--- src/hw/rtl/rspm_ram.sv ---
// Generic single-write, single-read RAM with a registered read port.
module rspm_ram #(
    parameter int WIDTH = 8,
    parameter int DEPTH = 256
) (
    input  logic                     aclk,
    input  logic                     we,
    input  logic [$clog2(DEPTH)-1:0] waddr,
    input  logic [WIDTH-1:0]         wdata,
    input  logic                     re,
    input  logic [$clog2(DEPTH)-1:0] raddr,
    output logic [WIDTH-1:0]         rdata
);

    logic [WIDTH-1:0] mem [DEPTH];

    always_ff @(posedge aclk) begin
        if (we) begin
            mem[waddr] <= wdata;
        end
        if (re) begin
            rdata <= mem[raddr];
        end
    end

endmodule

--- config.mk ---
export PLATFORM = sky130hd
export DESIGN_NAME = rspm_ram
export DESIGN_NICKNAME = d
export VERILOG_FILES = /design/src/hw/rtl/rspm_ram.sv
export SDC_FILE = /design/constraint.sdc
export NUM_CORES = 2
export LEC_CHECK = 0
export ABC_CLOCK_PERIOD_IN_PS = 5100
export CELL_PAD_IN_SITES_DETAIL_PLACEMENT = 1
export CELL_PAD_IN_SITES_GLOBAL_PLACEMENT = 1
export CORE_MARGIN = 3
export CORE_UTILIZATION = 45
export CTS_CLUSTER_SIZE = 24
export DETAILED_ROUTE_END_ITERATION = 10
export DONT_BUFFER_PORTS = 1
export GPL_TIMING_DRIVEN = 0
export PLACE_DENSITY_LB_ADDON = 0.1
export SETUP_SLACK_MARGIN = 0.4
export SYNTH_ARGS = -nofsm -noshare
export SYNTH_HDL_FRONTEND = slang
export SYNTH_SLANG_ARGS = --single-unit
--- constraint.sdc ---
create_clock -name aclk -period 5.1 [get_ports aclk]
set_clock_uncertainty 0.05 [all_clocks]
set_input_delay 0.765 -clock aclk [delete_from_list [all_inputs] [get_ports aclk]]
set_output_delay 0.765 -clock aclk [all_outputs]
set_load 0.01 [all_outputs]
# Yosys cells after proc, flatten, opt, wreduce, memory -nomap -nowiden
# Memories as Yosys holds them, arrays and structs flattened. A register that Yosys moved wholly into a read port is not among the register bits.
# Index checks and enable logic that the tools add are counted.
# totals
ff_bits	0
ramBits	2048
out_inout_bits	8
word_cells	3
n_memories	1
# mem_list
name	depth	word_bits	read_ports	rd_clocked_by_memory_dff	write_ports	line_no	rtl
mem	256	8	1	1	1	15	logic [WIDTH-1:0] mem [DEPTH];
# op_classes
mux	2
# op_table
cell	n
1-bit two-way mux	2

# Depth between registers and ports, before layout
# depth
depth_word	2
mapped_depth	11
ltp_nobuf	6

# Worst setup path before layout
# Ideal clock, no wire load.
# synth_path
path_kind	in2reg
start	input raddr[0]
end	register rdata[2], read port of mem (data pin)
setup_time_ps	269
arrival_time_ps	2572
required_time_ps	4781
setup_slack_ps	2209
stages	9
path_buffers	4
path_cell_list	buf_6 buf_12 buf_8 buf_2 mux4_2 a22oi_1 a21oi_1 nor4_1 nor4_2
# synth_lines
element	line_no	rtl
start: declaration	11	input logic [$clog2(DEPTH)-1:0] raddr,
end: declaration	12	output logic [WIDTH-1:0] rdata

==> run_results.csv <==
group,metric,value,unit
place,place_congestion,0.8987,
timing,rsz0062_at_grt,"no",
power_and_ir_drop,p_leak,27.56,nW
drt,first_iter_violations,6685,
clocking,numCtsBuffers,211,
power_and_ir_drop,irDropWorstVdd,0.0003319,V
clocking,clkLatencyLatePin,870,ps
timing,hold_ws,57.63,ps
yosys,netlist_area,79640,sq um
drt,wl_per_cell,40.77,um
timing,hold_viol_final,0,
floorplanning,fp.dieH,426.7,um
drt,dr.pass1.iters,6,
yosys,synthCells,3733,
yosys,synthFlopType,"edfxtp_1",
worst_setup_path,crit_required,5540,ps
worst_setup_path,cp.arrival,5330,ps
flow_run,maxCapViolations,3,
floorplanning,start_util,45.51,%
global_route,overflow,0,
timing,setup_violations,0,
timing,clock.fmax,204.4,MHz
floorplanning,core,175000,sq um
layout,area_growth,12.81,%
global_route,grt_pass1_vias,41750,
timing,fin_crit_sh,95.92,%
drt,wirelength,264.7,mm
worst_setup_path,r2r_setup_slack,1450,ps
clocking,ctsRootBufferMaster,"clkbuf_16",
yosys,yosys_warnings,0,
status,violations,"max-capacitance violations, max-slew violations",
worst_setup_path,critical_path.max_fanout,10,
yosys,synth_seq_cells,2056,
layout,fillers,15400,
layout,drive_gt1_share,21.87,%
floorplanning,dieArea,182100,sq um
hold_path,holdCritPathClass,"primary input to register",
yosys,async_reset_ff_share,0,%
layout,multi_input_area,16470,sq um
timing,fin_crit,4892,ps
worst_setup_path,critical_path_class,"primary input to register",
clocking,clockBufferDepth,3,
floorplanning,die_w,426.7,um
yosys,syn_avg_cell_area,21.33,sq um
yosys,syn_nets,3760,
floorplanning,num_io_pins,35,
clocking,cts_tree,"built",
worst_setup_path,endpoint_kind,"register",
clocking,cts_num_sinks,2056,
drt,drc,0,
power_and_ir_drop,power.density,399.4,nW/um^2
layout,fin_area,89840,sq um
place,dpl_cell_area,82800,sq um
global_route,antenna_found_initial,22,
timing,slew-limit-headroom,-4.119,%
place,port_buffers,0,
global_route,grt_start_max_net_pins,257,
place,hpwl,170.3,mm
global_route,grt_usage,29.15,%
timing,tightest_slew,1562,ps
worst_setup_path,cp-start-kind,"primary input",
yosys,ys_seq_area_share,77.53,%
global_route,grt_pass1_wl,357.5,mm
layout,regArea,61740,sq um
yosys,synth-edff-count,2056,
drt,vias,41810,
clocking,cts.htree.levels,4,
timing,slew_viol_final,12,
status,outcome,"finished with violations",
floorplanning,row_count,153,
layout,fin_nets,3996,
drt,antenna_left,0,
drt,via_per_inst,6.441,
yosys,synth_cell_types,54,
clocking,clk_pin_slew_worst_paths,60,ps
-- cell type report --
| cell class | instances | share of cell area (%) |
|---|---|---|
| timing repair buffer | 23 | 0.3955 |
| tap | 2325 | 3.238 |
| antenna | 11 | 0.03064 |
| sequential | 2056 | 68.72 |
| clock buffer | 252 | 6.072 |
| buffer | 233 | 1.649 |
| inverter | 2 | 0.008356 |
| clock inverter | 148 | 1.550 |
| multi-input combinational | 1442 | 18.34 |
-- power by group --
group          internal, W  switching [W]  leakage, nW  total, W
combinational     0.000577        0.00117         5.74   0.00175
clock              0.00876        0.00672         3.34    0.0155
sequential          0.0186      0.0000154         18.5    0.0187
total               0.0280        0.00791         27.6    0.0359
-- path summary, 6_finish.rpt --
kind              depth (start not counted)        start     endpoint
setup / recovery                          9     raddr[1]     rdata[1]
hold / removal                            0     wdata[0]  mem[197][0]
setup reg to reg                          6  mem[132][4]     rdata[4]
hold reg to reg                           6  mem[106][1]     rdata[1]
-- cell usage in the layout (no fill, tap or decap), types with 33 or more instances in the layout --
cell type  instances
edfxtp_1        2056
mux4_2           454
nor2_1           282
clkbuf_16        212
mux2i_1          134
a22oi_1          133
clkbuf_1         127
a21oi_1           96
clkinv_1          67
o221ai_1          46
clkinv_2          38
buf_2             34
nand3_1           34
nand2_1           33
-- worst max-delay path: stages --
cell and delay, ps:
buf_2 170, buf_4 360, buf_2 530, clkbuf_1 1180, mux4_2 460, a22oi_1 200, a21oi_1 170, nor4_1 1140
nor4_1 310
-- per-stage QoR --
step / worst slack (ps) / cells / utilization [%] / power [W] / TNS (ps)
CTS: 477.9 / 6480 / 51.33 / 0.03599 / 0
detailed placement: -519.3 / 6070 / 47.32 / 0.02069 / -2947
finish: 208.3 / 6492 / 51.35 / 0.03589 / 0
global placement: -1137 / 6058 / 47.18 / 0.02066 / -7114
global route: 446.6 / 6486 / 51.34 / 0.03671 / 0
floorplan: 2209 / 3733 / - / 0.01991 / 0
-- sequential cells by signal, summed over array words and instances, names as in the netlist --
register	count
mem	2048
rdata	8
-- metal layers --
layer  global-route usage [%]  up-vias  share of wire, %
met5                        0        -            0.0030
met4                    11.17        2               4.0
met3                    5.446      444               8.6
met2                    44.77     2186                47
met1                    41.72    22960                41
li1                         -    16220                 -
-- logic make-up after synthesis --
logic type	synth area share (%)
buffers and inverters	1.829
and+or+nand+nor	2.625
AOI/OAI and AO/OA	3.416
DFF	77.53
muxes	14.60
-- what timing repair did --
action,in CTS,in global routing
setup buffers,0,0
hold buffers,10,0
setup endpoints to repair,1,0
gates resized for setup,1,0
hold endpoints to repair,234,0
-- cell usage after synthesis, types with 6 or more instances --
cell type,instances,share of area (%)
and2_1,6,0.047
buf_1,22,0.10
o211ai_1,10,0.094
nor2_1,282,1.3
nand2_1,33,0.16
nand3_1,34,0.21
nand4_1,10,0.079
o21ai_0,10,0.063
clkbuf_1,111,0.52
a221oi_1,13,0.14
nor4_1,24,0.19
mux2i_1,134,1.7
a21oi_1,96,0.60
a22oi_1,133,1.3
buf_12,8,0.20
buf_8,13,0.25
buf_2,31,0.19
buf_6,21,0.30
nor2b_1,31,0.24
a22o_1,8,0.088
o221ai_1,46,0.51
edfxtp_1,2056,78
nand2b_1,8,0.063
o22ai_1,28,0.22
a211oi_1,16,0.15
mux4_2,454,13
buf_4,27,0.25
nor3_1,22,0.14
Power figures use the tool's default switching activity.
