[src/hw/rtl/rspm_pkg.sv]
// Shared constants, codes and types of the rotate and scale pixel mapper.
package rspm_pkg;

    localparam int SOURCE_WORDS = 65536;
    localparam int PLAY_MAX     = 1024;

    localparam int SRC_AW    = $clog2(SOURCE_WORDS);
    localparam int PEN_DEPTH = 256;
    localparam int PEN_AW    = $clog2(PEN_DEPTH);

    localparam int SW_W     = 9;
    localparam int SH_W     = 9;
    localparam int PLAY_W   = 11;
    localparam int ORG_W    = 10;
    localparam int STRIDE_W = 11;
    localparam int COORD_W  = 10;
    localparam int INDEX_W  = 16;
    localparam int COLOR_W  = 8;
    localparam int PIX_W    = 8;
    localparam int DEST_W   = 21;
    localparam int SADDR_W  = 16;
    localparam int KIND_W   = 2;

    localparam int NUM_W  = COORD_W + SW_W;
    localparam int Q_W    = SW_W;
    localparam int DEN_W  = PLAY_W;
    localparam int DIV_W  = DEN_W + Q_W - 1;
    localparam int FULL_W = 2 * SW_W + 1;

    localparam int CFG_IDX_W  = 3;
    localparam int CFG_DATA_W = 11;

    localparam int S_TDATA_W = 72;
    localparam int M_TDATA_W = 48;

    localparam logic [KIND_W-1:0] KIND_PEN = 2'd0;
    localparam logic [KIND_W-1:0] KIND_SRC = 2'd1;
    localparam logic [KIND_W-1:0] KIND_REQ = 2'd2;

    localparam logic [CFG_IDX_W-1:0] CFG_SRC_WIDTH   = 3'd0;
    localparam logic [CFG_IDX_W-1:0] CFG_SRC_HEIGHT  = 3'd1;
    localparam logic [CFG_IDX_W-1:0] CFG_PLAY_WIDTH  = 3'd2;
    localparam logic [CFG_IDX_W-1:0] CFG_PLAY_HEIGHT = 3'd3;
    localparam logic [CFG_IDX_W-1:0] CFG_ORIGIN_X    = 3'd4;
    localparam logic [CFG_IDX_W-1:0] CFG_ORIGIN_Y    = 3'd5;
    localparam logic [CFG_IDX_W-1:0] CFG_DEST_STRIDE = 3'd6;

    typedef struct packed {
        logic [SW_W-1:0]     sw;
        logic [SH_W-1:0]     sh;
        logic [PLAY_W-1:0]   pw;
        logic [PLAY_W-1:0]   ph;
        logic [ORG_W-1:0]    ox;
        logic [ORG_W-1:0]    oy;
        logic [STRIDE_W-1:0] stride;
    } cfg_t;

    typedef struct packed {
        logic [KIND_W-1:0]  kind;
        logic [INDEX_W-1:0] index;
        logic [PIX_W-1:0]   pen;
        logic [PIX_W-1:0]   src_pixel;
        logic               in_play;
        logic [DEST_W-1:0]  dest;
    } item_t;

    typedef struct packed {
        logic               in_play;
        logic [SADDR_W-1:0] saddr;
        logic [DEST_W-1:0]  dest;
        logic [PIX_W-1:0]   pixel;
    } res_t;

endpackage

[src/hw/rtl/rspm_addr.sv]
// Source column and row, row offset product and source address stages.
module rspm_addr (
    input  logic                          aclk,
    input  logic                          aresetn,
    input  logic                          adv,
    input  logic                          in_valid,
    input  rspm_pkg::item_t               in_item,
    input  logic [rspm_pkg::Q_W-1:0]      qy,
    input  logic [rspm_pkg::Q_W-1:0]      qx,
    input  rspm_pkg::cfg_t                cfg,
    output logic                          g_valid,
    output rspm_pkg::item_t               g_item,
    output logic                          g_hit,
    output logic [rspm_pkg::SADDR_W-1:0]  g_saddr
);

    logic                               e_valid_reg;
    rspm_pkg::item_t                    e_item_reg;
    logic [rspm_pkg::SW_W-1:0]          e_col_reg;
    logic [rspm_pkg::Q_W-1:0]           e_row_reg;
    logic [rspm_pkg::SW_W-1:0]          col_next;

    logic                               f_valid_reg;
    rspm_pkg::item_t                    f_item_reg;
    logic [rspm_pkg::SW_W-1:0]          f_col_reg;
    logic [2*rspm_pkg::SW_W-1:0]        f_prod_reg;

    logic                               g_valid_reg;
    rspm_pkg::item_t                    g_item_reg;
    logic                               g_hit_reg;
    logic [rspm_pkg::SADDR_W-1:0]       g_saddr_reg;
    logic [rspm_pkg::FULL_W-1:0]        full;

    always_comb begin
        if (cfg.sw == '0) begin
            col_next = '0;
        end else begin
            col_next = cfg.sw - rspm_pkg::SW_W'(1) - rspm_pkg::SW_W'(qy);
        end
        full = rspm_pkg::FULL_W'(f_prod_reg) + rspm_pkg::FULL_W'(f_col_reg);
    end

    always_ff @(posedge aclk) begin
        if (!aresetn) begin
            e_valid_reg <= 1'b0;
            f_valid_reg <= 1'b0;
            g_valid_reg <= 1'b0;
        end else if (adv) begin
            e_valid_reg <= in_valid;
            f_valid_reg <= e_valid_reg;
            g_valid_reg <= f_valid_reg;
        end
    end

    always_ff @(posedge aclk) begin
        if (adv) begin
            e_item_reg  <= in_item;
            e_col_reg   <= col_next;
            e_row_reg   <= qx;
            f_item_reg  <= e_item_reg;
            f_col_reg   <= e_col_reg;
            f_prod_reg  <= (2*rspm_pkg::SW_W)'(e_row_reg) * (2*rspm_pkg::SW_W)'(cfg.sw);
            g_item_reg  <= f_item_reg;
            g_hit_reg   <= 32'(full) < rspm_pkg::SOURCE_WORDS;
            g_saddr_reg <= full[rspm_pkg::SADDR_W-1:0];
        end
    end

    assign g_valid = g_valid_reg;
    assign g_item  = g_item_reg;
    assign g_hit   = g_hit_reg;
    assign g_saddr = g_saddr_reg;

endmodule

[config.mk]
export PLATFORM = sky130hd
export DESIGN_NAME = rspm_addr
export DESIGN_NICKNAME = d
export VERILOG_FILES = /design/src/hw/rtl/rspm_pkg.sv /design/src/hw/rtl/rspm_addr.sv
export SDC_FILE = /design/constraint.sdc
export NUM_CORES = 1
export LEC_CHECK = 0
export BUFFER_PORTS_ARGS = -buffer_cell sky130_fd_sc_hd__buf_2
export CORE_MARGIN = 4
export CORE_UTILIZATION = 55
export DETAILED_ROUTE_END_ITERATION = 10
export GPL_TIMING_DRIVEN = 0
export PLACE_DENSITY = 0.86
export SETUP_SLACK_MARGIN = 0.4
export SLEW_MARGIN = 20
export SYNTH_ARGS = -nofsm -noshare
export SYNTH_HDL_FRONTEND = slang
export SYNTH_SLANG_ARGS = --single-unit
[constraint.sdc]
create_clock -name aclk -period 7.19 [get_ports aclk]
set_input_delay 1.438 -clock aclk [delete_from_list [all_inputs] [get_ports aclk]]
set_output_delay 1.438 -clock aclk [all_outputs]
set_load 0.01 [all_outputs]
# After elaboration in Yosys (flattened, before gate mapping)
# Index checks and enable logic that the tools add are counted.
# word_totals
mem_count,0
output_inout_bits,74
regBits,233
ramBits,0
latch_bits,0
rom_bits,0
# classes
shifts,0
bitwise_logic,0
n_reduce_logical,1
n_lt_le_gt_ge,1
n_mul,1
addsub,3
div,0
n_mux,0
eq_ne,0
# op_table
op,n
$add A18 B9 Y19,1
$lt A19 B17 Y1 const B,1
$mul A9 B9 Y18,1
$logic_not A9 Y1,1
$sub A9 B1 Y9 const B,1
$sub A9 B9 Y9,1

# Depth between registers and ports, before layout
# depth
word_depth,2
mapped_depth,17

# Worst setup path before layout
# Ideal clock, no wire load.
# synth_timing
kind,input port to flip-flop
from,input cfg[64] (netlist name)
to,"register f_prod_reg[14] (netlist name), data pin"
arrival_time_ns,5.461
cell_stages,15
path_slack_ns,1.579
setup_ns,0.150
path_cell_list,clkbuf_1 > nand2_1 > fa_1 > inv_1 > fa_1 > inv_1 > fa_1 > fa_1 > inv_1 > ha_1 > o21a_1 > o31a_1 > or4_4 > a2111o_1 > o211ai_2
# synth_between
elab_chain_len,1
# synth_lines
element,line,text
start: declaration,rspm_addr.sv:10,"input rspm_pkg::cfg_t cfg,"
$mul A9 B9 Y18,rspm_addr.sv:62,f_prod_reg <= (2*rspm_pkg::SW_W)'(e_row_reg) * (2*rspm_pkg::SW_W)'(cfg.sw);
end signal: assignment,rspm_addr.sv:62,
end: declaration,rspm_addr.sv:26,logic [2*rspm_pkg::SW_W-1:0] f_prod_reg;
# No other way between the ends.
# A chain may end at the register's enable or synchronous reset.

# Worst setup path in the final report
# layout_timing
from,input cfg[68] (netlist name)
to,"register f_prod_reg[17] (netlist name), data pin"
# Same word-level chain as after synthesis.

==> flow_metrics.tcl <==
set metrics [dict create \
    status "complete, no violations" \
    rsz0062_at_grt "no" \
    layout_common_cells "edfxtp_1, buf_2, inv_1, ha_1, fa_1" \
    dp_hpwl_um 13100 \
    cp.required_ps 7420 \
    holdPathStages 0 \
    layout_commonest_cell "edfxtp_1" \
    numPortBuffers 160 \
    p_int_mw 2.99 \
    slew_violations 0 \
    worst_setup_path_end_kind "flop" \
    grt_pass1_wl_um 29400 \
    tns_ps 0 \
    syn_to_final_growth_pct 18.4 \
    p_comb_share_pct 29.9 \
    die_width_um 147 \
    met1_usage_pct 22.6 \
    core_um2 18900 \
    vias_per_cell 5.10 \
    avgRoutedWirePerCell_um 15.6 \
    period_share_pct 79.0 \
    grt_max_degree 98 \
    min_to "g_item[38]$_DFFE_PP_" \
    power_density_nw_per_um2 335 \
    cts_tree "built" \
    drt_first_iter_violations 341 \
    p_leak_nw 5.22 \
    finClkSkew_ps 20.8 \
    overflow 0 \
    ios 223 \
    cts_max_path_buffers 3 \
    synth-edff-count 230 \
    yosysWarnings 0 \
    ys_async_sr_fraction_pct 0 \
    utilization_pct 66.9 \
    power.share.clock_pct 27.7 \
    period_minus_slack_ps 5680 \
    grt_most_used_layer "met2" \
    synthDistinctLibCells 54 \
    worstReg2RegStart "e_row_reg[5]$_DFFE_PP_" \
    p_sw_mw 1.25 \
    clock.fmax_mhz 176 \
    ys_ff_latch 233 \
    synth_ff_type "edfxtp_1" \
    switching_share_pct 29.5 \
    drtAntennaViolNets 0 \
    fin_nets 1141 \
    hold_class "reg -> reg" \
    vdd_drop_max_mv 0.190 \
    r2r-end "f_prod_reg[17]$_DFFE_PP_" \
    syn_nets 953 \
    r2r_slack_ps 2310 \
    clock-sinks 233 \
    post_cts_buffers 0 \
    hp-start "f_item_reg[38]$_DFFE_PP_" \
    clk_pin_slew_ps 60 \
    drc 0 \
    setup_violations 0 \
    crit_arrival_ps 5910 \
    grtUsageMet2_pct 28.4 \
    grtUsageTotal_pct 16.8 \
    h-tree-depth 1 \
    antenna_cells 0 \
    ys_seq_area_share_pct 65.2 \
    cts-root-buf "clkbuf_16" \
    slew_headroom_pct 46.9 \
    max_cap_viol_count 0 \
    hold_ws_ps 400 \
    path_max_fanout 10 \
    dr_total_vias 5928 \
    seq_power_share_pct 42.5 \
    tightest_slew_ps 791 \
    grt_pass1_vias 6007 \
    dieHeight_um 147 \
    drive_gt1_share_pct 23.1 \
    start_kind "input pin" \
    clk_latency_ps 500 \
    syn_inst 697 \
    timing_hold_violations_final 0 \
    cts_buffers 24 \
    antenna_found_initial 0 \
    gp_congestion 0.860 \
    path_class "in -> reg" \
    cp-startpoint "cfg[68]" \
    ff2ff_path_depth 14 \
    cts_hold_buffers 0 \
    use_met3_pct 2.88 \
    routed_wl_um 18100 \
    dr.pass1.iters 5 \
    syn_avg_cell_area_um2 15.3 \
    start_util_pct 56.6 \
    dieArea_um2 21700 \
    std_cell_rows 50 \
    ctsResizeCount 0 \
    syn_area_um2 10700 \
]
-- logic make-up after synthesis --
kind of cell / Yosys count / share of synthesized area (%)
AOI/OAI and AO/OA: 78 / 5.11
DFF: 233 / 65.2
adders and majority gates: 107 / 16.2
xor gates and xnor gates: 26 / 2.13
buffers and inverters: 90 / 3.33
muxes: 3 / 0.281
and+or+nand+nor: 160 / 7.78
-- critical path, cell delays in order --
cell	delay [ps]
buf_2	90
clkbuf_1	410
and2_1	220
fa_1	450
fa_1	520
fa_1	540
inv_1	50
fa_1	530
inv_1	40
ha_1	340
a21oi_1	250
nand2_1	100
o311ai_1	630
nand3_1	150
o311a_1	150
-- how the worst max path moves through the flow --
stage,slack [ps],end,cells after the start
after floorplan,1580,f_prod_reg[14]$_DFFE_PP_,15
after global placement,1080,f_prod_reg[17]$_DFFE_PP_,15
after detailed placement,1030,f_prod_reg[17]$_DFFE_PP_,15
after CTS,1560,f_prod_reg[17]$_DFFE_PP_,15
after global routing,1280,f_prod_reg[17]$_DFFE_PP_,15
final,1510,f_prod_reg[17]$_DFFE_PP_,15
-- per-stage QoR --
stage          setup slack, ps  total power, mW  cell area (um^2)  cells
6_report                  1510             4.23             12600   1163
5_1_grt                   1280             4.53             12600   1163
4_1_cts                   1560             4.27             12600   1163
3_5_place_dp              1030             3.09             11900   1119
3_3_place_gp              1080             3.04             11800   1117
2_1_floorplan             1580             2.76             10700    697
-- area by class of cell --
cell class              instances  area, um^2
plain buffers                  13        66.3
clock buffers                  26         629
flip-flops and latches        233        6970
multi-input cells             374        3360
clock inverters                18         141
repair buffers                162         866
inverters                      77         289
well taps                     260         325
fillers                      1338        6250
-- power by group through the flow --
stage | Clock (mW) | Combinational (mW) | Sequential, mW
5_1_grt | 1.27 | 1.44 | 1.81
4_1_cts | 1.20 | 1.27 | 1.80
3_5_place_dp | 0 | 1.26 | 1.83
3_3_place_gp | 0 | 1.22 | 1.82
2_1_floorplan | 0 | 0.920 | 1.84
6_report | 1.17 | 1.27 | 1.80
-- layer usage --
| metal | wire length [um] | part of all wire (%) | up-vias |
|---|---|---|---|
| met5 | 0 | 0 | - |
| met4 | 323 | 1.8 | 0 |
| met3 | 1300 | 7.2 | 24 |
| met2 | 8830 | 49 | 204 |
| met1 | 7680 | 42 | 2849 |
| li1 | - | - | 2851 |
-- synth_stat cells, drive strengths merged, types with 2 or more instances --
library cell / count / share of area, %
nor2b: 7 / 0.48
nand3: 8 / 0.37
a21oi: 17 / 0.83
o31a: 3 / 0.25
nor2: 27 / 0.95
a21o: 4 / 0.28
nor3: 7 / 0.33
and2: 51 / 3.0
o21a: 5 / 0.35
nand2b: 3 / 0.18
edfxtp: 230 / 65
dfxtp: 3 / 0.56
fa: 52 / 9.7
nor4: 4 / 0.29
a211oi: 7 / 0.49
nand2: 44 / 1.5
mux2i: 3 / 0.28
o22a: 3 / 0.25
or4: 2 / 0.18
inv: 77 / 2.7
o311a: 2 / 0.20
o21bai: 3 / 0.21
o311ai: 2 / 0.16
xnor2: 18 / 1.5
o21ai: 13 / 0.61
or3: 2 / 0.12
ha: 55 / 6.4
xor2: 8 / 0.66
clkbuf: 12 / 0.52
o211ai: 5 / 0.40
a21boi: 5 / 0.35
No activity file was read; power rests on OpenSTA's default activity.
