==> src/hw/rtl/rspm_pkg.sv <==
// Shared constants, codes and types of the rotate and scale pixel mapper.
package rspm_pkg;

    localparam int SOURCE_WORDS = 65536;
    localparam int PLAY_MAX     = 1024;

    localparam int SRC_AW    = $clog2(SOURCE_WORDS);
    localparam int PEN_DEPTH = 256;
    localparam int PEN_AW    = $clog2(PEN_DEPTH);

    localparam int SW_W     = 9;
    localparam int SH_W     = 9;
    localparam int PLAY_W   = 11;
    localparam int ORG_W    = 10;
    localparam int STRIDE_W = 11;
    localparam int COORD_W  = 10;
    localparam int INDEX_W  = 16;
    localparam int COLOR_W  = 8;
    localparam int PIX_W    = 8;
    localparam int DEST_W   = 21;
    localparam int SADDR_W  = 16;
    localparam int KIND_W   = 2;

    localparam int NUM_W  = COORD_W + SW_W;
    localparam int Q_W    = SW_W;
    localparam int DEN_W  = PLAY_W;
    localparam int DIV_W  = DEN_W + Q_W - 1;
    localparam int FULL_W = 2 * SW_W + 1;

    localparam int CFG_IDX_W  = 3;
    localparam int CFG_DATA_W = 11;

    localparam int S_TDATA_W = 72;
    localparam int M_TDATA_W = 48;

    localparam logic [KIND_W-1:0] KIND_PEN = 2'd0;
    localparam logic [KIND_W-1:0] KIND_SRC = 2'd1;
    localparam logic [KIND_W-1:0] KIND_REQ = 2'd2;

    localparam logic [CFG_IDX_W-1:0] CFG_SRC_WIDTH   = 3'd0;
    localparam logic [CFG_IDX_W-1:0] CFG_SRC_HEIGHT  = 3'd1;
    localparam logic [CFG_IDX_W-1:0] CFG_PLAY_WIDTH  = 3'd2;
    localparam logic [CFG_IDX_W-1:0] CFG_PLAY_HEIGHT = 3'd3;
    localparam logic [CFG_IDX_W-1:0] CFG_ORIGIN_X    = 3'd4;
    localparam logic [CFG_IDX_W-1:0] CFG_ORIGIN_Y    = 3'd5;
    localparam logic [CFG_IDX_W-1:0] CFG_DEST_STRIDE = 3'd6;

    typedef struct packed {
        logic [SW_W-1:0]     sw;
        logic [SH_W-1:0]     sh;
        logic [PLAY_W-1:0]   pw;
        logic [PLAY_W-1:0]   ph;
        logic [ORG_W-1:0]    ox;
        logic [ORG_W-1:0]    oy;
        logic [STRIDE_W-1:0] stride;
    } cfg_t;

    typedef struct packed {
        logic [KIND_W-1:0]  kind;
        logic [INDEX_W-1:0] index;
        logic [PIX_W-1:0]   pen;
        logic [PIX_W-1:0]   src_pixel;
        logic               in_play;
        logic [DEST_W-1:0]  dest;
    } item_t;

    typedef struct packed {
        logic               in_play;
        logic [SADDR_W-1:0] saddr;
        logic [DEST_W-1:0]  dest;
        logic [PIX_W-1:0]   pixel;
    } res_t;

endpackage

==> src/hw/rtl/rspm_div.sv <==
// Pipelined restoring divider that settles one quotient bit per stage.
module rspm_div (
    input  logic                        aclk,
    input  logic                        adv,
    input  logic [rspm_pkg::NUM_W-1:0]  num,
    input  logic [rspm_pkg::DEN_W-1:0]  den,
    output logic [rspm_pkg::Q_W-1:0]    quo
);

    logic [rspm_pkg::DIV_W-1:0] rem_in   [rspm_pkg::Q_W];
    logic [rspm_pkg::Q_W-1:0]   quo_in   [rspm_pkg::Q_W];
    logic [rspm_pkg::DIV_W-1:0] rem_reg  [rspm_pkg::Q_W];
    logic [rspm_pkg::Q_W-1:0]   quo_reg  [rspm_pkg::Q_W];
    logic [rspm_pkg::DIV_W-1:0] rem_next [rspm_pkg::Q_W];
    logic [rspm_pkg::Q_W-1:0]   quo_next [rspm_pkg::Q_W];

    assign rem_in[0] = rspm_pkg::DIV_W'(num);
    assign quo_in[0] = '0;

    for (genvar j = 1; j < rspm_pkg::Q_W; j++) begin : g_link
        assign rem_in[j] = rem_reg[j-1];
        assign quo_in[j] = quo_reg[j-1];
    end

    always_comb begin
        logic [rspm_pkg::DIV_W-1:0] dsh;
        for (int j = 0; j < rspm_pkg::Q_W; j++) begin
            dsh = rspm_pkg::DIV_W'(den) << (rspm_pkg::Q_W - 1 - j);
            if (rem_in[j] >= dsh) begin
                rem_next[j] = rem_in[j] - dsh;
                quo_next[j] = quo_in[j]
                            | (rspm_pkg::Q_W'(1) << (rspm_pkg::Q_W - 1 - j));
            end else begin
                rem_next[j] = rem_in[j];
                quo_next[j] = quo_in[j];
            end
        end
    end

    always_ff @(posedge aclk) begin
        if (adv) begin
            for (int j = 0; j < rspm_pkg::Q_W; j++) begin
                rem_reg[j] <= rem_next[j];
                quo_reg[j] <= quo_next[j];
            end
        end
    end

    assign quo = quo_reg[rspm_pkg::Q_W-1];

endmodule

==> config.mk <==
export PLATFORM = sky130hd
export DESIGN_NAME = rspm_div
export DESIGN_NICKNAME = d
export VERILOG_FILES = /design/src/hw/rtl/rspm_pkg.sv /design/src/hw/rtl/rspm_div.sv
export SDC_FILE = /design/constraint.sdc
export NUM_CORES = 1
export LEC_CHECK = 0
export ABC_AREA = 1
export BUFFER_PORTS_ARGS = -buffer_cell sky130_fd_sc_hd__buf_2
export CAP_MARGIN = 20
export CORE_AREA = 8 8 191 147
export DETAILED_ROUTE_END_ITERATION = 12
export DIE_AREA = 0 0 199 155
export PLACE_DENSITY = 0.78
export SYNTH_ARGS = -nofsm -noshare
export SYNTH_HDL_FRONTEND = slang
export SYNTH_SLANG_ARGS = --single-unit
==> constraint.sdc <==
create_clock -name aclk -period 3.05 [get_ports aclk]
set_clock_uncertainty 0.1 [all_clocks]
set_input_delay 0.4575 -clock aclk [delete_from_list [all_inputs] [get_ports aclk]]
set_output_delay 0.4575 -clock aclk [all_outputs]
set_load 0.01 [all_outputs]
# Yosys cells after proc, flatten, opt, wreduce, memory -nomap -nowiden
# Memory sizes are Yosys's and may differ from the RTL's.
# Cells that the tools add are included.
# classes
mux	20
eq_ne	0
bitwise	0
n_lt_le_gt_ge	9
n_shift	0
addsub	9
mul	0
n_reduce_logical	0
div_mod_pow	0
# ops
op	count
19-bit two-way mux	9
19-bit by 11-bit >= comparator with 1-bit output	1
19-bit by 12-bit >= comparator with 1-bit output	1
19-bit by 13-bit >= comparator with 1-bit output	1
19-bit by 14-bit >= comparator with 1-bit output	1
19-bit by 15-bit >= comparator with 1-bit output	1
19-bit by 16-bit >= comparator with 1-bit output	1
19-bit by 17-bit >= comparator with 1-bit output	1
19-bit by 18-bit >= comparator with 1-bit output	1
19-bit >= comparator	1
19-bit by 11-bit subtractor with 19-bit output	1
19-bit by 12-bit subtractor with 19-bit output	1
19-bit by 13-bit subtractor with 19-bit output	1
19-bit by 14-bit subtractor with 19-bit output	1
19-bit by 15-bit subtractor with 19-bit output	1
19-bit by 16-bit subtractor with 19-bit output	1
19-bit by 17-bit subtractor with 19-bit output	1
19-bit by 18-bit subtractor with 19-bit output	1
19-bit subtractor	1
9-bit two-way mux	1
8-bit two-way mux	1
7-bit two-way mux	1
6-bit two-way mux	1
5-bit two-way mux	1
other kinds (4)	6
# totals
word_cells	40
latchBits	0
memories	2
romBits	0
ramBits	252
reg_bits	0
# memory_table
name	words	width	read_ports	rd_clocked_by_memory_dff	write_ports	line	source
rem_reg	9	19	8	0	9	rspm_div.sv:12	logic [rspm_pkg::DIV_W-1:0] rem_reg [rspm_pkg::Q_W];
quo_reg	9	9	9	0	9	rspm_div.sv:13	logic [rspm_pkg::Q_W-1:0] quo_reg [rspm_pkg::Q_W];

# Depth between registers and ports, before layout
# Gate-level depths: netlist of run 1.
# An unclocked memory read counts as a cell.
# logic_depth
word_depth	3
mapped_depth	14
depth_no_buf	14

# Worst setup path before layout of run 1
# Ideal clock, no wire load.
# synth_path
path_type	in2reg
from	input den[1] (netlist name)
to	memory rem_reg[0][102] (netlist name) (data pin)
cell_stages	11
arrival_ns	1.900
setup_slack_ns	0.798
setup_time_ns	0.252
path_cell_list	inv_1 -> fa_1 -> nand3_1 -> nand2_1 -> nand2_1 -> nand2_2 -> nand2_1 -> nand4_1 -> buf_4 -> nand2_1 -> nand2_1
# synth_lines
element	line	source
start, declared	rspm_div.sv:6	input logic [rspm_pkg::DEN_W-1:0] den,
end, declared	rspm_div.sv:12	

==> reports/metrics.csv, run 1 <==
stage,metric,value,unit
logic_synthesis,synth_warnings,0,
logic_synthesis,yosys-top-cells-area,"edfxtp_1 44%, nand2_1 14%, ha_1 9.1%, inv_1 5.2%, nand3_1 3.4%",
detailed_routing,routed_wl,34080,um
cts,clock_latency,460,ps
min_path,hp-class,primary input to flip-flop,
sta,tns,0,ps
global_route,antenna_found_initial,0,
layout,largest_reg_flops,152,
logic_synthesis,synth_top_area_share,43.64,%
detailed_routing,firstDrtPassIters,6,
detailed_routing,ant_nets,0,
logic_synthesis,synth_cells,1617,
power,pwr-share-comb,43.7,%
logic_synthesis,synth-seq-area-share,43.64,%
global_route,grt_max_degree,57,
power,power.switching,4.837,mW
cts,htree_levels,4,
cts,ctsResizeCount,0,
floorplan,die_width,199,um
logic_synthesis,synthFlopType,edfxtp_1,
global_route,grt_pass1_vias,10340,
floorplan,die_area,30850,um^2
detailed_routing,via_count,11260,
cts,cts_buffer_depth,2,
worst_setup_path,crit_fanout,17,
worst_setup_path,crit_buf_inv,3,
logic_synthesis,yosysMostFrequentCell,nand2_1,
worst_setup_path,critPathLaunchType,flip-flop,
place,pre_cts_ws,81.24,ps
cts,numCtsBuffers,17,
worst_setup_path,timing.rr.start,rem_reg[0][43],
logic_synthesis,yosys.area.top_type,edfxtp_1,
floorplan,core-area,25330,um^2
cts,tritoncts,built,
sta,hold_viol_final,0,
logic_synthesis,synth_nets,1756,
sta,drv_slew,0,
worst_setup_path,critPathCaptureType,flip-flop,
detailed_routing,drc,0,
power,p_leak,6.875,nW
detailed_routing,initialDrtViolationCount,986,
cts,clk_pin_slew,80,ps
worst_setup_path,crit_type,flip-flop to flip-flop,
logic_synthesis,synth_edf_count,197,
detailed_routing,routed_via_density,5.502,
logic_synthesis,avgSynthCellArea,8.383,um^2
worst_setup_path,cp_slowest_cell,fa_1,
power,switching_share,40.57,%
floorplan,die_h,155,um
cts,ctsHoldBuffers,0,
sta,tightestPinTransition,522.0,ps
worst_setup_path,crit_top_cell,nand2_1,
logic_synthesis,synth_cell_type_count,44,
worst_setup_path,cp_top_family,simple AND/OR/NAND/NOR gates,
run,drv_cap,0,
worst_setup_path,arrival,2720,ps
power,pwr-share-clk,19.4,%
layout,syn2layout_area_growth,10.69,%
power,p_per_area,794.7,nW/um^2
min_path,min_from,num[7],
logic_synthesis,synth-seq-cells,197,
worst_setup_path,r2r_slack,420,ps
floorplan,fp-row-count,51,
place,portBuffers,40,
place,dpl.hpwl,25850,um
worst_setup_path,path_cells,inv_1 -> ha_1 -> fa_1 -> inv_1 -> nand3_1 -> nand2_1 -> nand2_1 -> nand2_1 -> nand3_1 -> nand3_2 -> inv_2 -> nand2_1 -> nand2_1,
outcome,outcome,completed,
logic_synthesis,yosys-top-cells-count,"509 x nand2_1, 197 x edfxtp_1, 188 x inv_1, 120 x nor2_1, 99 x ha_1",
floorplan,start_util,53.51,%
layout,fin_nets,1829,
worst_setup_path,slowest_delay,430,ps
power,cell_internal_pwr,7.086,mW
power,ir_worst_vdd,0.4596,mV
sta,rsz0062_at_grt,false,
layout,diodes,0,
sta,post-route-period-util,86.15,%
sta,max_freq,380.6,MHz
cts,cts_setup_buffers,0,
layout,fill_cells,2240,
sta,relSlewSlack,64.88,%
sta,setup_ws,422.4,ps
global_route,grt_pass1_wl,53270,um
worst_setup_path,crit_required,3140,ps
logic_synthesis,ys_async_sr_fraction,0,%
place,globalplace.congestion,0.9241,
sta,setup_viol,0,
global_route,grt_overflow,0,
cts,cts_root_buf,clkbuf_16,
floorplan,pin_count,41,
layout,drive_above_1_share,10.69,%
power,p_seq_share,36.9,%
worst_setup_path,cp-startpoint,rem_reg[0][43],
cts,clock-sinks,197,
sta,period_minus_slack,2628,ps
detailed_routing,wl_per_cell,16.65,um
global_route,globalRouteTotalUtil,21.95,%
logic_synthesis,synth_area,13560,um^2
layer usage:
layer	global-route usage, %	vias to the layer above	wire length, um
li1	-	5591	-
met4	6.763	0	804
met5	0	-	0
met1	31.37	5207	16220
met3	4.446	58	2483
met2	33.09	407	14580
layout by cell type, fill, tap and decap left out, types with 19 or more instances in the layout:
| cell type | instances |
|---|---|
| buf_4 | 23 |
| nand2_2 | 24 |
| nor2_1 | 120 |
| edfxtp_1 | 197 |
| inv_1 | 188 |
| xor2_1 | 35 |
| nand2_1 | 509 |
| o21ai_0 | 29 |
| nand3_1 | 92 |
| a21oi_1 | 80 |
| xnor2_1 | 24 |
| buf_2 | 39 |
| nor3_1 | 19 |
| nand4_1 | 58 |
| ha_1 | 99 |
worst reg2reg max path, cell delays in order (launching register included):
cell and delay, ps:
edfxtp_1 340, inv_1 50, ha_1 230, fa_1 430, inv_1 100, nand3_1 70
nand2_1 160, nand2_1 70, nand2_1 110, nand3_1 90, nand3_2 280, inv_2 180
nand2_1 90, nand2_1 70
stage by stage:
stage / instance area [um^2] / power, mW / hold slack, ps / utilization [%] / instances
2_1_floorplan: 13560 / 8.213 / 300.3 / - / 1617
3_3_place_gp: 14410 / 9.426 / 300.3 / 56.87 / 2015
3_5_place_dp: 14410 / 9.530 / 305.2 / 56.87 / 2015
4_1_cts: 15000 / 11.87 / 80.87 / 59.23 / 2047
5_1_grt: 15000 / 12.76 / 87.75 / 59.23 / 2047
6_report: 15000 / 11.92 / 93.58 / 59.23 / 2047
cells by family after synthesis:
group	share of synthesized area (%)
buffers and inverters	6.683
DFF	43.64
and+or+nand+nor	27.56
xor gates and xnor gates	3.812
AOI/OAI and AO/OA	7.984
adders and majority gates	10.32
path summary, 6_finish.rpt:
| path | cells after the start | endpoint |
|---|---|---|
| min | 1 | rem_reg[0][7] |
| min reg2reg | 0 | quo_reg[0][66] |
| max reg2reg | 13 | rem_reg[0][65] |
| max | 13 | rem_reg[0][65] |
power by group through the flow:
| stage | Clock, mW | Sequential (mW) | Combinational, mW |
|---|---|---|---|
| 2_1_floorplan | 0 | 4.22 | 3.99 |
| 3_3_place_gp | 0 | 4.44 | 4.98 |
| 3_5_place_dp | 0 | 4.44 | 5.09 |
| 4_1_cts | 2.34 | 4.39 | 5.14 |
| 5_1_grt | 2.44 | 4.46 | 5.87 |
| 6_report | 2.32 | 4.40 | 5.21 |
area by class of cell:
type	instances	area (um^2)	share of cell area, %
Multi-Input combinational cell	1204	6734	44.88
Sequential cell	197	5916	39.43
Inverter	197	744.5	4.962
Timing Repair Buffer	73	581.8	3.878
Tap cell	344	430.4	2.869
Clock buffer	17	425.4	2.835
Clock inverter	15	172.7	1.151
No activity file was read; power rests on OpenSTA's default activity.
==> inputs of run 2 (changes only) <==
--- a/config.mk
+++ b/config.mk
@@ -11,7 +11,7 @@
 export CORE_AREA = 8 8 191 147
 export DETAILED_ROUTE_END_ITERATION = 12
 export DIE_AREA = 0 0 199 155
-export PLACE_DENSITY = 0.78
+export PLACE_DENSITY = 0.69
 export SYNTH_ARGS = -nofsm -noshare
 export SYNTH_HDL_FRONTEND = slang
 export SYNTH_SLANG_ARGS = --single-unit
==> reports/metrics.csv, run 2 (synthesis gave the netlist of run 1 again) <==
stage,metric,value,unit
min_path,hp-class,primary input to flip-flop,
global_route,grt_pass1_wl,55100,um
floorplan,fp-row-count,51,
detailed_routing,drc,0,
detailed_routing,firstDrtPassIters,6,
worst_setup_path,crit_top_cell,nand2_1,
power,pwr-share-clk,19.0,%
layout,largest_reg_flops,152,
global_route,grtUsageMet3,5.569,%
power,pwr-share-comb,43.6,%
min_path,hold-path-cell-count,1,
power,p_per_area,790.5,nW/um^2
worst_setup_path,timing.rr.start,rem_reg[0][43],
worst_setup_path,crit_fanout,10,
sta,period_minus_slack,2540,ps
sta,post-route-period-util,83.28,%
floorplan,pin_count,41,
worst_setup_path,slowest_delay,430,ps
sta,setup_ws,509.8,ps
worst_setup_path,r2r_cells,13,
worst_setup_path,cp_slowest_cell,fa_1,
sta,max_freq,393.7,MHz
floorplan,die_width,199,um
detailed_routing,wl_per_cell,17.06,um
detailed_routing,routed_wl,35000,um
detailed_routing,routed_via_density,5.466,
cts,ctsResizeCount,0,
place,portBuffers,40,
cts,clock_latency,450,ps
place,dpl.hpwl,26570,um
worst_setup_path,r2r_slack,510,ps
cts,numCtsBuffers,17,
detailed_routing,initialDrtViolationCount,1100,
cts,cts_root_buf,clkbuf_16,
global_route,grt_max_degree,76,
power,p_seq_share,37.3,%
sta,rsz0062_at_grt,false,
worst_setup_path,r2r-end,rem_reg[0][71],
place,globalplace.congestion,0.9306,
min_path,min_from,num[3],
worst_setup_path,crit_required,3130,ps
worst_setup_path,critPathLaunchType,flip-flop,
global_route,globalRouteMet2Util,32.15,%
min_path,hold_path_end,rem_reg[0][3],
cts,cts_buffer_depth,2,
power,p_leak,6.925,nW
sta,relSlewSlack,45.92,%
global_route,top_usage_layer,met1,
cts,cts_setup_buffers,0,
floorplan,core-area,25330,um^2
worst_setup_path,crit_buf_inv,3,
worst_setup_path,path_cells,inv_1 -> ha_1 -> fa_1 -> inv_1 -> nand3_1 -> nand2_1 -> nand2_1 -> nand2_1 -> nand3_1 -> nand3_2 -> inv_2 -> nand2_1 -> nand2_1,
worst_setup_path,cp_top_family,simple AND/OR/NAND/NOR gates,
outcome,outcome,completed,
sta,tns,0,ps
cts,clk_pin_slew,80,ps
sta,drv_slew,0,
power,ir_worst_vdd,0.4122,mV
worst_setup_path,cp.depth,13,
detailed_routing,ant_nets,0,
sta,setup_viol,0,
layout,final_cell_mix,"509 x nand2_1, 197 x edfxtp_1, 188 x inv_1, 120 x nor2_1, 99 x ha_1",
worst_setup_path,critPathCaptureType,flip-flop,
worst_setup_path,arrival,2620,ps
global_route,met1_usage,35.44,%
global_route,grt_overflow,0,
layout,final_common_cell,nand2_1,
global_route,globalRouteTotalUtil,23.10,%
sta,tightestPinTransition,803.9,ps
global_route,antenna_found_initial,2,
cts,clock-sinks,197,
cts,ctsHoldBuffers,0,
layout,syn2layout_area_growth,11.13,%
layout,diodes,0,
sta,hold_viol_final,0,
layout,fin_nets,1834,
floorplan,die_h,155,um
cts,htree_levels,4,
layout,drive_above_1_share,11.01,%
power,switching_share,40.80,%
global_route,grt_pass1_vias,10290,
power,power.switching,4.858,mW
floorplan,die_area,30850,um^2
cts,tritoncts,built,
run,drv_cap,0,
worst_setup_path,crit_type,flip-flop to flip-flop,
detailed_routing,via_count,11220,
power,cell_internal_pwr,7.050,mW
floorplan,start_util,53.51,%
place,pre_cts_ws,214.6,ps
==> run 2: power groups by stage <==
stage                     clock (mW)  combinational (mW)  sequential, mW
final                           2.27                5.20            4.44
after global routing            2.41                5.90            4.49
after CTS                       2.32                5.14            4.42
after detailed placement           0                5.10            4.47
after global placement             0                5.03            4.47
after floorplan                    0                3.99            4.22
==> run 2: metal layers <==
metal  vias to the layer above  wire length [um]
met4                         2               464
met1                      5197             17620
met5                         -                10
li1                       5604                 -
met2                       384             13830
met3                        30              3074
==> run 2: worst max path at each step <==
stage                      endpoint            from  slack [ps]
finish               rem_reg[0][71]  rem_reg[0][43]         510
global route         rem_reg[0][71]  rem_reg[0][43]         340
CTS                  rem_reg[0][71]  rem_reg[0][43]         570
detailed placement   rem_reg[0][55]          den[1]         210
global placement     rem_reg[0][71]          den[0]         250
floorplan           rem_reg[0][102]          den[1]         800
==> run 2: stage by stage <==
stage | utilization [%] | cell area, um^2 | instances | hold slack (ps) | total power, mW
6_report | 59.47 | 15060 | 2052 | 96.73 | 11.91
5_1_grt | 59.47 | 15060 | 2052 | 80.11 | 12.80
4_1_cts | 59.47 | 15060 | 2052 | 76.46 | 11.88
3_5_place_dp | 57.11 | 14470 | 2020 | 306.3 | 9.570
3_3_place_gp | 57.11 | 14470 | 2020 | 301.0 | 9.499
2_1_floorplan | - | 13560 | 1617 | 300.3 | 8.213
==> run 2: worst reg2reg max path, delay by kind of cell, from the launching register on <==
family                   cells  cell delay, ps
adder cells (fa/ha/maj)      2             650
buffers and inverters        3             300
flip-flops                   1             330
AND/OR/NAND/NOR              8             880
==> run 2: area by class of cell <==
cell class,instances,area [um^2]
fill,2198,10270
multi-input combinational,1204,6734
sequential,197,5916
inverter,197,744.5
timing repair buffer,78,644.4
tap,344,430.4
clock buffer,18,429.2
clock inverter,14,166.4
