`config.mk`:
```
export PLATFORM = sky130hd
export DESIGN_NAME = rspm_front
export DESIGN_NICKNAME = d
export VERILOG_FILES = /design/src/hw/rtl/rspm_pkg.sv /design/src/hw/rtl/rspm_front.sv
export SDC_FILE = /design/constraint.sdc
export NUM_CORES = 1
export LEC_CHECK = 0
export BUFFER_PORTS_ARGS = -buffer_cell sky130_fd_sc_hd__buf_2
export CORE_UTILIZATION = 60
export CTS_BUF_LIST = sky130_fd_sc_hd__clkbuf_16
export CTS_CLUSTER_SIZE = 40
export DETAILED_ROUTE_END_ITERATION = 6
export PLACE_DENSITY = 0.89
export RECOVER_POWER = 100
export SYNTH_ARGS = -nofsm -noshare
export SYNTH_HDL_FRONTEND = slang
export SYNTH_SLANG_ARGS = --single-unit
export TNS_END_PERCENT = 50
```
`constraint.sdc`:
```
create_clock -name aclk -period 9 [get_ports aclk]
set_input_delay 0 -clock aclk [delete_from_list [all_inputs] [get_ports aclk]]
set_output_delay 0 -clock aclk [all_outputs]
set_load 0.005 [all_outputs]
```
`src/hw/rtl/rspm_pkg.sv`:
```
// Shared constants, codes and types of the rotate and scale pixel mapper.
package rspm_pkg;

    localparam int SOURCE_WORDS = 65536;
    localparam int PLAY_MAX     = 1024;

    localparam int SRC_AW    = $clog2(SOURCE_WORDS);
    localparam int PEN_DEPTH = 256;
    localparam int PEN_AW    = $clog2(PEN_DEPTH);

    localparam int SW_W     = 9;
    localparam int SH_W     = 9;
    localparam int PLAY_W   = 11;
    localparam int ORG_W    = 10;
    localparam int STRIDE_W = 11;
    localparam int COORD_W  = 10;
    localparam int INDEX_W  = 16;
    localparam int COLOR_W  = 8;
    localparam int PIX_W    = 8;
    localparam int DEST_W   = 21;
    localparam int SADDR_W  = 16;
    localparam int KIND_W   = 2;

    localparam int NUM_W  = COORD_W + SW_W;
    localparam int Q_W    = SW_W;
    localparam int DEN_W  = PLAY_W;
    localparam int DIV_W  = DEN_W + Q_W - 1;
    localparam int FULL_W = 2 * SW_W + 1;

    localparam int CFG_IDX_W  = 3;
    localparam int CFG_DATA_W = 11;

    localparam int S_TDATA_W = 72;
    localparam int M_TDATA_W = 48;

    localparam logic [KIND_W-1:0] KIND_PEN = 2'd0;
    localparam logic [KIND_W-1:0] KIND_SRC = 2'd1;
    localparam logic [KIND_W-1:0] KIND_REQ = 2'd2;

    localparam logic [CFG_IDX_W-1:0] CFG_SRC_WIDTH   = 3'd0;
    localparam logic [CFG_IDX_W-1:0] CFG_SRC_HEIGHT  = 3'd1;
    localparam logic [CFG_IDX_W-1:0] CFG_PLAY_WIDTH  = 3'd2;
    localparam logic [CFG_IDX_W-1:0] CFG_PLAY_HEIGHT = 3'd3;
    localparam logic [CFG_IDX_W-1:0] CFG_ORIGIN_X    = 3'd4;
    localparam logic [CFG_IDX_W-1:0] CFG_ORIGIN_Y    = 3'd5;
    localparam logic [CFG_IDX_W-1:0] CFG_DEST_STRIDE = 3'd6;

    typedef struct packed {
        logic [SW_W-1:0]     sw;
        logic [SH_W-1:0]     sh;
        logic [PLAY_W-1:0]   pw;
        logic [PLAY_W-1:0]   ph;
        logic [ORG_W-1:0]    ox;
        logic [ORG_W-1:0]    oy;
        logic [STRIDE_W-1:0] stride;
    } cfg_t;

    typedef struct packed {
        logic [KIND_W-1:0]  kind;
        logic [INDEX_W-1:0] index;
        logic [PIX_W-1:0]   pen;
        logic [PIX_W-1:0]   src_pixel;
        logic               in_play;
        logic [DEST_W-1:0]  dest;
    } item_t;

    typedef struct packed {
        logic               in_play;
        logic [SADDR_W-1:0] saddr;
        logic [DEST_W-1:0]  dest;
        logic [PIX_W-1:0]   pixel;
    } res_t;

endpackage

```
`src/hw/rtl/rspm_front.sv`:
```
// Input register, coordinate products, range check and destination address stages.
module rspm_front (
    input  logic                                aclk,
    input  logic                                aresetn,
    input  logic                                adv,
    input  logic                                in_valid,
    input  logic [rspm_pkg::KIND_W-1:0]         in_kind,
    input  logic [rspm_pkg::INDEX_W-1:0]        in_index,
    input  logic [rspm_pkg::COLOR_W-1:0]        in_red,
    input  logic [rspm_pkg::COLOR_W-1:0]        in_green,
    input  logic [rspm_pkg::COLOR_W-1:0]        in_blue,
    input  logic [rspm_pkg::PIX_W-1:0]          in_src_pixel,
    input  logic [rspm_pkg::COORD_W-1:0]        in_x,
    input  logic [rspm_pkg::COORD_W-1:0]        in_y,
    input  rspm_pkg::cfg_t                      cfg,
    output logic                                c_valid,
    output rspm_pkg::item_t                     c_item,
    output logic [rspm_pkg::NUM_W-1:0]          c_ny,
    output logic [rspm_pkg::NUM_W-1:0]          c_nx
);

    logic                              a_valid_reg;
    logic [rspm_pkg::KIND_W-1:0]       a_kind_reg;
    logic [rspm_pkg::INDEX_W-1:0]      a_index_reg;
    logic [rspm_pkg::PIX_W-1:0]        a_pen_reg;
    logic [rspm_pkg::PIX_W-1:0]        a_pix_reg;
    logic [rspm_pkg::COORD_W-1:0]      a_x_reg;
    logic [rspm_pkg::COORD_W-1:0]      a_y_reg;

    logic                              b_valid_reg;
    rspm_pkg::item_t                   b_item_reg;
    rspm_pkg::item_t                   b_item_next;
    logic [rspm_pkg::PLAY_W-1:0]       b_xo_reg;
    logic [rspm_pkg::NUM_W-1:0]        b_ny_reg;
    logic [rspm_pkg::NUM_W-1:0]        b_nx_reg;
    logic [rspm_pkg::PLAY_W-1:0]       ysum;

    logic                              c_valid_reg;
    rspm_pkg::item_t                   c_item_reg;
    rspm_pkg::item_t                   c_item_next;
    logic [rspm_pkg::NUM_W-1:0]        c_ny_reg;
    logic [rspm_pkg::NUM_W-1:0]        c_nx_reg;

    always_ff @(posedge aclk) begin
        if (!aresetn) begin
            a_valid_reg <= 1'b0;
            b_valid_reg <= 1'b0;
            c_valid_reg <= 1'b0;
        end else if (adv) begin
            a_valid_reg <= in_valid;
            b_valid_reg <= a_valid_reg;
            c_valid_reg <= b_valid_reg;
        end
    end

    always_comb begin
        ysum = rspm_pkg::PLAY_W'(cfg.oy) + rspm_pkg::PLAY_W'(a_y_reg);
        b_item_next.kind      = a_kind_reg;
        b_item_next.index     = a_index_reg;
        b_item_next.pen       = a_pen_reg;
        b_item_next.src_pixel = a_pix_reg;
        b_item_next.in_play   = (rspm_pkg::PLAY_W'(a_x_reg) < cfg.pw)
                             && (rspm_pkg::PLAY_W'(a_y_reg) < cfg.ph);
        b_item_next.dest      = rspm_pkg::DEST_W'(ysum) * rspm_pkg::DEST_W'(cfg.stride);

        c_item_next      = b_item_reg;
        c_item_next.dest = b_item_reg.dest + rspm_pkg::DEST_W'(b_xo_reg);
    end

    always_ff @(posedge aclk) begin
        if (adv) begin
            a_kind_reg  <= in_kind;
            a_index_reg <= in_index;
            a_pen_reg   <= {in_red[7:5], in_green[7:5], in_blue[7:6]};
            a_pix_reg   <= in_src_pixel;
            a_x_reg     <= in_x;
            a_y_reg     <= in_y;

            b_item_reg  <= b_item_next;
            b_xo_reg    <= rspm_pkg::PLAY_W'(cfg.ox) + rspm_pkg::PLAY_W'(a_x_reg);
            b_ny_reg    <= rspm_pkg::NUM_W'(a_y_reg) * rspm_pkg::NUM_W'(cfg.sw);
            b_nx_reg    <= rspm_pkg::NUM_W'(a_x_reg) * rspm_pkg::NUM_W'(cfg.sh);

            c_item_reg  <= c_item_next;
            c_ny_reg    <= b_ny_reg;
            c_nx_reg    <= b_nx_reg;
        end
    end

    assign c_valid = c_valid_reg;
    assign c_item  = c_item_reg;
    assign c_ny    = c_ny_reg;
    assign c_nx    = c_nx_reg;

endmodule

```
# == Yosys cells after proc, flatten, opt, wreduce, memory -nomap -nowiden ==
# Cells that the tools add are included.
# word_totals
reg_bits,256
out_inout_bits,95
word_cells,35
input_bits,145
# op_classes
n_addsub,3
n_lt_le_gt_ge,2
reduce_logical,1
mul,3
# ops
operator,count
$mul A10 B9 Y19,2
$add A10 B10 Y11,2
$lt A10 B11 Y1,2
$add A21 B11 Y21,1
$mul A11 B11 Y21,1
$logic_and A1 B1 Y1,1

# == Longest topological paths before layout ==
# Gate-level depths: netlist of run 1.
# logic_depth
depth_word,2
depth_mapped,26
mapped_depth_nobuf,25

# == Worst setup path before layout of run 1 ==
# Ideal clock, no wire load.
# synth_timing
path_kind,register to register
start,register a_y_reg[0] (netlist bit)
end,"register b_item_reg[20] (netlist bit), data pin"
arrival_time_ps,6247
slack_ps,2493
setup_time_ps,260
path_stages_with_launch,26
n_path_buf,1
required_ps,8740
synth_period_minus_slack_ps,6507
cell_sequence,edfxtp_1 -> ha_1 -> fa_1 -> a211oi_1 -> nor2_1 -> o21a_1 -> nor2_1 -> xnor2_1 -> clkbuf_1 -> nand2_1 -> fa_1 -> fa_1 -> fa_1 -> inv_1 -> fa_1 -> inv_1 -> fa_1 -> inv_1 -> ha_1 -> a21o_1 -> a21oi_1 -> and3_1 -> a211oi_1 -> a311oi_1 -> o21bai_1 -> xnor2_1
# synth_lines
item,line_no,source
start: declaration,rspm_front.sv:28,logic [rspm_pkg::COORD_W-1:0] a_y_reg;
start signal: assignment,rspm_front.sv:77,a_y_reg <= in_y;
end signal: assignment,rspm_front.sv:79,b_item_reg <= b_item_next;
end: declaration,rspm_front.sv:31,rspm_pkg::item_t b_item_reg;

==> impl_results.md, run 1 <==
* Synth Cell Area at 0.01897 mm2
* Vias/cell at 5.479
* Cells after Synth at 1612
* Maximum vdd ir drop at 0.0003309 V
* Hold WS at 0.04417 ns
* Drt total wl at 41740 um
* Crit-path most repeated cell: fa_1
* NumNets Final at 2414
* Final TNS setup at 0 ns
* First-pass GRT wire length at 68010 um
* IO Pins at 240
* Worst reg-to-reg setup slack at 1.29 ns
* Seq/Total Area, Yosys at 40.36%
* Initial Util at 61.54%
* Sequential power share at 25.7%
* Fmax at 129.7 MHz
* Horiz. Die Dim at 179.8 um
* Routed via count at 12.62k
* Pre-CTS setup slack at 1.614 ns
* First-iteration detailed-routing DRC count at 807
* Cell Pwr Density at 355.4 mW/mm2
* Period minus WS final at 7.713 ns
* Gpl congestion at 0.8893
* CP Launch Type: flop
* Clock power frac at 13.3%
* Clk root buf: clkbuf_16
* Fin crit share at 85.70%
* Static Leakage at 9.941 nW
* Setup crit end kind: flop
* Largest net degree at the start of global routing at 114
* Port bufs at 223
* Worst r2r src: a_y_reg[0]
* Final setup margin at 1.287 ns
* Drt wl/cell at 18.12 um
* EDFF count, synth at 253
* RSZ-0062 raised after global routing: false
* Worst Hold End: b_xo_reg[1]
* Die height at 179.8 um
* Async S/R FF share, synth at 0%
* Num CTS Buffers at 27
* Yosys warning total at 0
* Slew @ Worst Pin at 6.307 ns
* Buf/Inv on CP at 3
* CP max FO at 11
* Synth top area cells: edfxtp_1, fa_1, ha_1, inv_1, and2_1
* Full die area at 0.03234 mm2
* Clock Latency Late Sink at 0.55 ns
* Setup bufs post-CTS at 0
* Max_cap viols at 3
* GRT Total Usage at 26.84%
* Slowest-stage cell, CP: o32ai_1
* Dominant synthesized flop cell: edfxtp_1
* Vias in the first global route at 13.99k
* Failing checks: DRC, capacitance limit, slew limit
* CORE AREA at 0.03083 mm2
* Switch share at 40.85%
* Pre-Repair DR Iteration Count at 7
* Max-slew violations at 261
* DRC at 28
* # rows at 64
* Clk slew on worst S/H paths at 0.06 ns
* Count leader, synth: inv_1
* Clk sink count at 256
* Final setup viols at 0
* CP cell instances: ha_1 > fa_1 > a211oi_1 > nor2_1 > o21a_1 > nor2_1 > xnor2_1 > nand2_1 > fa_1 > fa_1 > inv_1 > fa_1 > fa_1 > inv_1 > fa_1 > inv_1 > ha_1 > or3_1 > o32ai_1 > o31ai_1 > o41ai_1 > xnor2_1
* Initial antenna violation count at 1
* Syn Nets at 2137
* # H-tree levels at 1
* Critical Path AT at 7.99 ns
* Yosys top cell by area: edfxtp_1
* Worst r2r path cells at 22
* Crit Path Class: reg -> reg
* FF+latch count, synth at 256
* Final Hold Viols at 0
* Distinct cell type count after synthesis at 48
* Clk buf depth at 3
* Worst min-delay path startpoint: cfg[22]
* Post-route antenna net violation count at 0
* Origin of the worst setup path: a_y_reg[0]
* Cell Int Power at 0.004582 W
* Hold depth at 4
* Status: finished, violations left
* Largest stage delay, worst path at 0.85 ns
* Reg2reg end: b_item_reg[19]
* Share of cells above drive strength 1 at 9.286%
* Critical path required time at 9.28 ns
* Min-delay worst type: in -> reg
* Area Growth Syn to Fin at 14.87%
* Top cells by count, synth: inv_1, edfxtp_1, fa_1
* Synth top area share at 40.04%
* Hpwl dp at 29380 um
* Mean Syn Cell Area at 11.77 um2
* Combinational share of power at 61.1%
* Max Clock Skew at 0.01385 ns
* Slew HR at -320.5%
* Switch Pwr at 0.003164 W
* Gr ovfl total at 0
* Critical path's top delay family: adder cells
* TritonCTS clock tree: yes
layout by cell type, fill, tap and decap left out, drive strengths merged, types with 7 or more instances in the layout:
master	synthesis	layout
nor2b	12	12
clkinv	1	10
buf	1	142
o21a	18	18
ha	184	184
and3	10	10
clkbuf	49	110
a21o	24	24
inv	265	273
a21oi	56	56
xor2	13	13
nor2	35	35
a211oi	7	7
nor3	9	9
nand2	159	159
and2	154	154
dlygate4sd3	0	73
xnor2	62	62
fa	196	196
o21ai	32	32
edfxtp	253	253
power groups by stage:
stage / logic (W) / clock network, W / registers (W)
3_3_place_gp: 0.00446 / 0 / 0.00198
3_5_place_dp: 0.00470 / 0 / 0.00200
6_report: 0.00473 / 0.00103 / 0.00199
4_1_cts: 0.00479 / 0.00104 / 0.00197
2_1_floorplan: 0.00365 / 0 / 0.00196
5_1_grt: 0.00534 / 0.00109 / 0.00201
worst max path at each step:
stage / depth (start not counted) / slack, ns / end
after global routing: 22 / 0.94 / b_item_reg[19]
after detailed placement: 24 / 1.61 / b_item_reg[20]
after CTS: 24 / 1.55 / b_item_reg[20]
after global placement: 24 / 1.76 / b_item_reg[20]
after floorplan: 25 / 2.49 / b_item_reg[20]
final: 22 / 1.29 / b_item_reg[19]
metal layers:
layer / up-vias / share of wire, % / GRT usage [%]
met5: - / 0 / 0
met4: 0 / 3.3 / 9.690
met3: 86 / 7.8 / 5.916
met2: 508 / 52 / 49.31
met1: 6180 / 37 / 30.59
li1: 5843 / - / -
what timing repair did:
item	CTS	global route
endpoints found under the hold margin	72	0
hold buffers	73	0
resized for setup	0	0
kinds of logic after synthesis:
family | synth area share, %
fa+ha+maj | 32.82
buf+inv | 6.265
xor+xnor | 3.462
compound gates | 6.186
simple gates | 10.75
mux | 0.1583
flops | 40.36
tightest hold or removal path, delay by kind of cell:
kind / cells / cell delay [ns]
buffers and inverters: 3 / 0.24
adders and majority gates: 1 / 0.19
final cells by class:
class / count / area (um2)
multi-input cells: 1040 / 10080
fillers: 2091 / 9036
flip-flops and latches: 256 / 7657
repair buffers: 298 / 1752
inverters: 266 / 999.7
clock buffers: 27 / 675.6
well taps: 396 / 495.5
clock inverters: 19 / 130.1
diodes: 1 / 2.502
through the flow:
stage	instance area [um2]	instances	total power [W]	utilization, %
after floorplan	18970	1612	0.005610	-
after global placement	20420	2183	0.006446	66.23
after detailed placement	20420	2183	0.006695	66.23
after CTS	21960	2302	0.007803	71.22
after global routing	21790	2303	0.008449	70.69
final	21790	2303	0.007746	70.69
No activity file was read; power rests on OpenSTA's default activity.
==> run 2: changes to the inputs <==
Settings changed: MAX_ROUTING_LAYER from default to met4.
==> run 2 against run 1 <==
  * The run still ends with DRC, capacitance limit, slew limit left
  * Critical path depth fell by 2
  * Register-to-register slack improved by 0.26 ns
  * Wire length decreased by 0.60%
  * Utilization about the same
  * Final area about the same
  * Maximum frequency grew 3.5%
  * Via count up 1.4%
  * First-iteration DRC count shrank 9.7%
  * Die area unchanged
  * Total power hardly changed
  * Clock-buffer cell count fell by 1
  * Clock power about the same
  * Largest cell class unchanged
==> impl_results.md, run 2 (synthesis gave the netlist of run 1 again) <==
* Initial Util at 61.54%
* Sequential power share at 25.6%
* DRC at 22
* Pre-CTS setup slack at 1.643 ns
* Clk root buf: clkbuf_16
* # rows at 64
* Setup bufs post-CTS at 0
* Drt total wl at 41480 um
* Share of cells above drive strength 1 at 10.19%
* Hold WS at 0.02215 ns
* Clk slew on worst S/H paths at 0.06 ns
* Clk buf depth at 3
* Vias in the first global route at 14.00k
* Static Leakage at 9.963 nW
* Multi-input gate area at 0.01009 mm2
* Vias/cell at 5.559
* Port bufs at 223
* # H-tree levels at 1
* Filler cells at 2107
* Area Growth Syn to Fin at 14.92%
* Gpl congestion at 0.9061
* Status: finished, violations left
* IO Pins at 240
* Critical path required time at 9.28 ns
* Max Clock Skew at 0.01545 ns
* Slew HR at -333.6%
* Clock Latency Late Sink at 0.55 ns
* Num CTS Buffers at 26
* Register Area at 0.007657 mm2
* Final TNS setup at 0 ns
* Final setup viols at 0
* Crit Path Class: reg -> reg
* CTS resizes at 0
* Final Hold Viols at 0
* First-pass GRT wire length at 68620 um
* RSZ-0062 raised after global routing: false
* Period minus WS final at 7.452 ns
* NumNets Final at 2411
* Die height at 179.8 um
* GRT Total Usage at 27.66%
* DP Cell Count at 2183
* CORE AREA at 0.03083 mm2
* Switch share at 40.77%
* Initial antenna violation count at 2
* Min-delay worst type: in -> reg
* Cell Int Power at 0.004589 W
* Slew @ Worst Pin at 6.505 ns
* Routed via count at 12.79k
* Drt wl/cell at 18.03 um
* Final setup margin at 1.548 ns
* Fin crit share at 82.81%
* Max-slew violations at 261
* Largest net degree at the start of global routing at 126
* Critical Path AT at 7.73 ns
* Combinational share of power at 61.1%
* First-iteration detailed-routing DRC count at 729
* Fmax at 134.2 MHz
* Commonest non-fill, non-tap cell in the layout: inv_1
* Post-route antenna net violation count at 0
* CP Launch Type: flop
* Cts hold-fix bufs at 71
* Clk sink count at 256
* Overall Power at 0.007749 W
* Switch Pwr at 0.003159 W
* CP max FO at 11
* TritonCTS clock tree: yes
* Final cell count without fillers at 2301
* Max_cap viols at 3
* Failing checks: DRC, capacitance limit, slew limit
* Full die area at 0.03234 mm2
* Pre-Repair DR Iteration Count at 7
* Cell Pwr Density at 355.4 mW/mm2
* Setup crit end kind: flop
* Horiz. Die Dim at 179.8 um
* Most frequent cells in the layout: inv_1, edfxtp_1, fa_1
* Maximum vdd ir drop at 0.0003231 V
* Clock power frac at 13.3%
* Hpwl dp at 29650 um
* Gr ovfl total at 0
-- run 2: cell types whose count changed in the layout (fill, tap and decap cells not counted), sizes merged --
cell / previous run / this run
bufinv: 1 / 2
clkbuf: 110 / 98
inv: 273 / 270
clkinvlp: 1 / 4
buf: 142 / 153
dlygate4sd3: 73 / 71
-- run 2: worst max-delay path, cell delays in order, from the launching register on --
cell      delay (ns)
edfxtp_1        0.60
ha_1            0.43
o21ai_0         0.13
a21oi_1         0.22
nand2_1         0.10
xnor2_1         0.91
nand2_1         0.19
fa_1            0.54
fa_1            0.52
inv_1           0.06
fa_1            0.50
fa_1            0.50
inv_1           0.06
fa_1            0.49
inv_1           0.05
ha_1            0.20
or3_1           0.34
o32ai_1         0.78
o31ai_1         0.18
o41ai_2         0.26
xnor2_1         0.12
-- run 2: power by group through the flow --
stage / combinational [W] / sequential [W] / clock (W)
floorplan: 0.00365 / 0.00196 / 0
global placement: 0.00447 / 0.00198 / 0
detailed placement: 0.00470 / 0.00200 / 0
CTS: 0.00478 / 0.00198 / 0.00104
global route: 0.00538 / 0.00201 / 0.00109
finish: 0.00474 / 0.00198 / 0.00103
-- run 2: final timing paths --
| check | startpoint | endpoint | slack (ns) | cells after the start |
|---|---|---|---|---|
| max | a_y_reg[5] | b_item_reg[19] | 1.55 | 20 |
| min | cfg[28] | b_xo_reg[7] | 0.02 | 3 |
| max reg2reg | a_y_reg[5] | b_item_reg[19] | 1.55 | 20 |
| min reg2reg | b_item_reg[29] | c_item[29] | 0.41 | 0 |
-- run 2: final cells by class --
type                    instances  area share, %
flip-flops and latches        256          35.12
clock buffers                  26          2.984
multi-input cells            1040          46.27
clock inverters                20         0.7346
inverters                     266          4.585
diodes                          1        0.01148
repair buffers                296          8.017
well taps                     396          2.273
-- run 2: metal layers --
layer  vias to the layer above  routed length [um]  GRT usage (%)
li1                       5836                   -              -
met1                      6336               15680          31.61
met2                       513               21580          49.56
met3                       107                3057          5.004
met4                         0                1162          8.000
met5                         -                   0              -
-- run 2: metrics by stage --
step / utilization (%) / area, um2
after floorplan: - / 18970
after global placement: 66.23 / 20420
after detailed placement: 66.23 / 20420
after CTS: 71.17 / 21940
after global routing: 70.72 / 21800
final: 70.72 / 21800
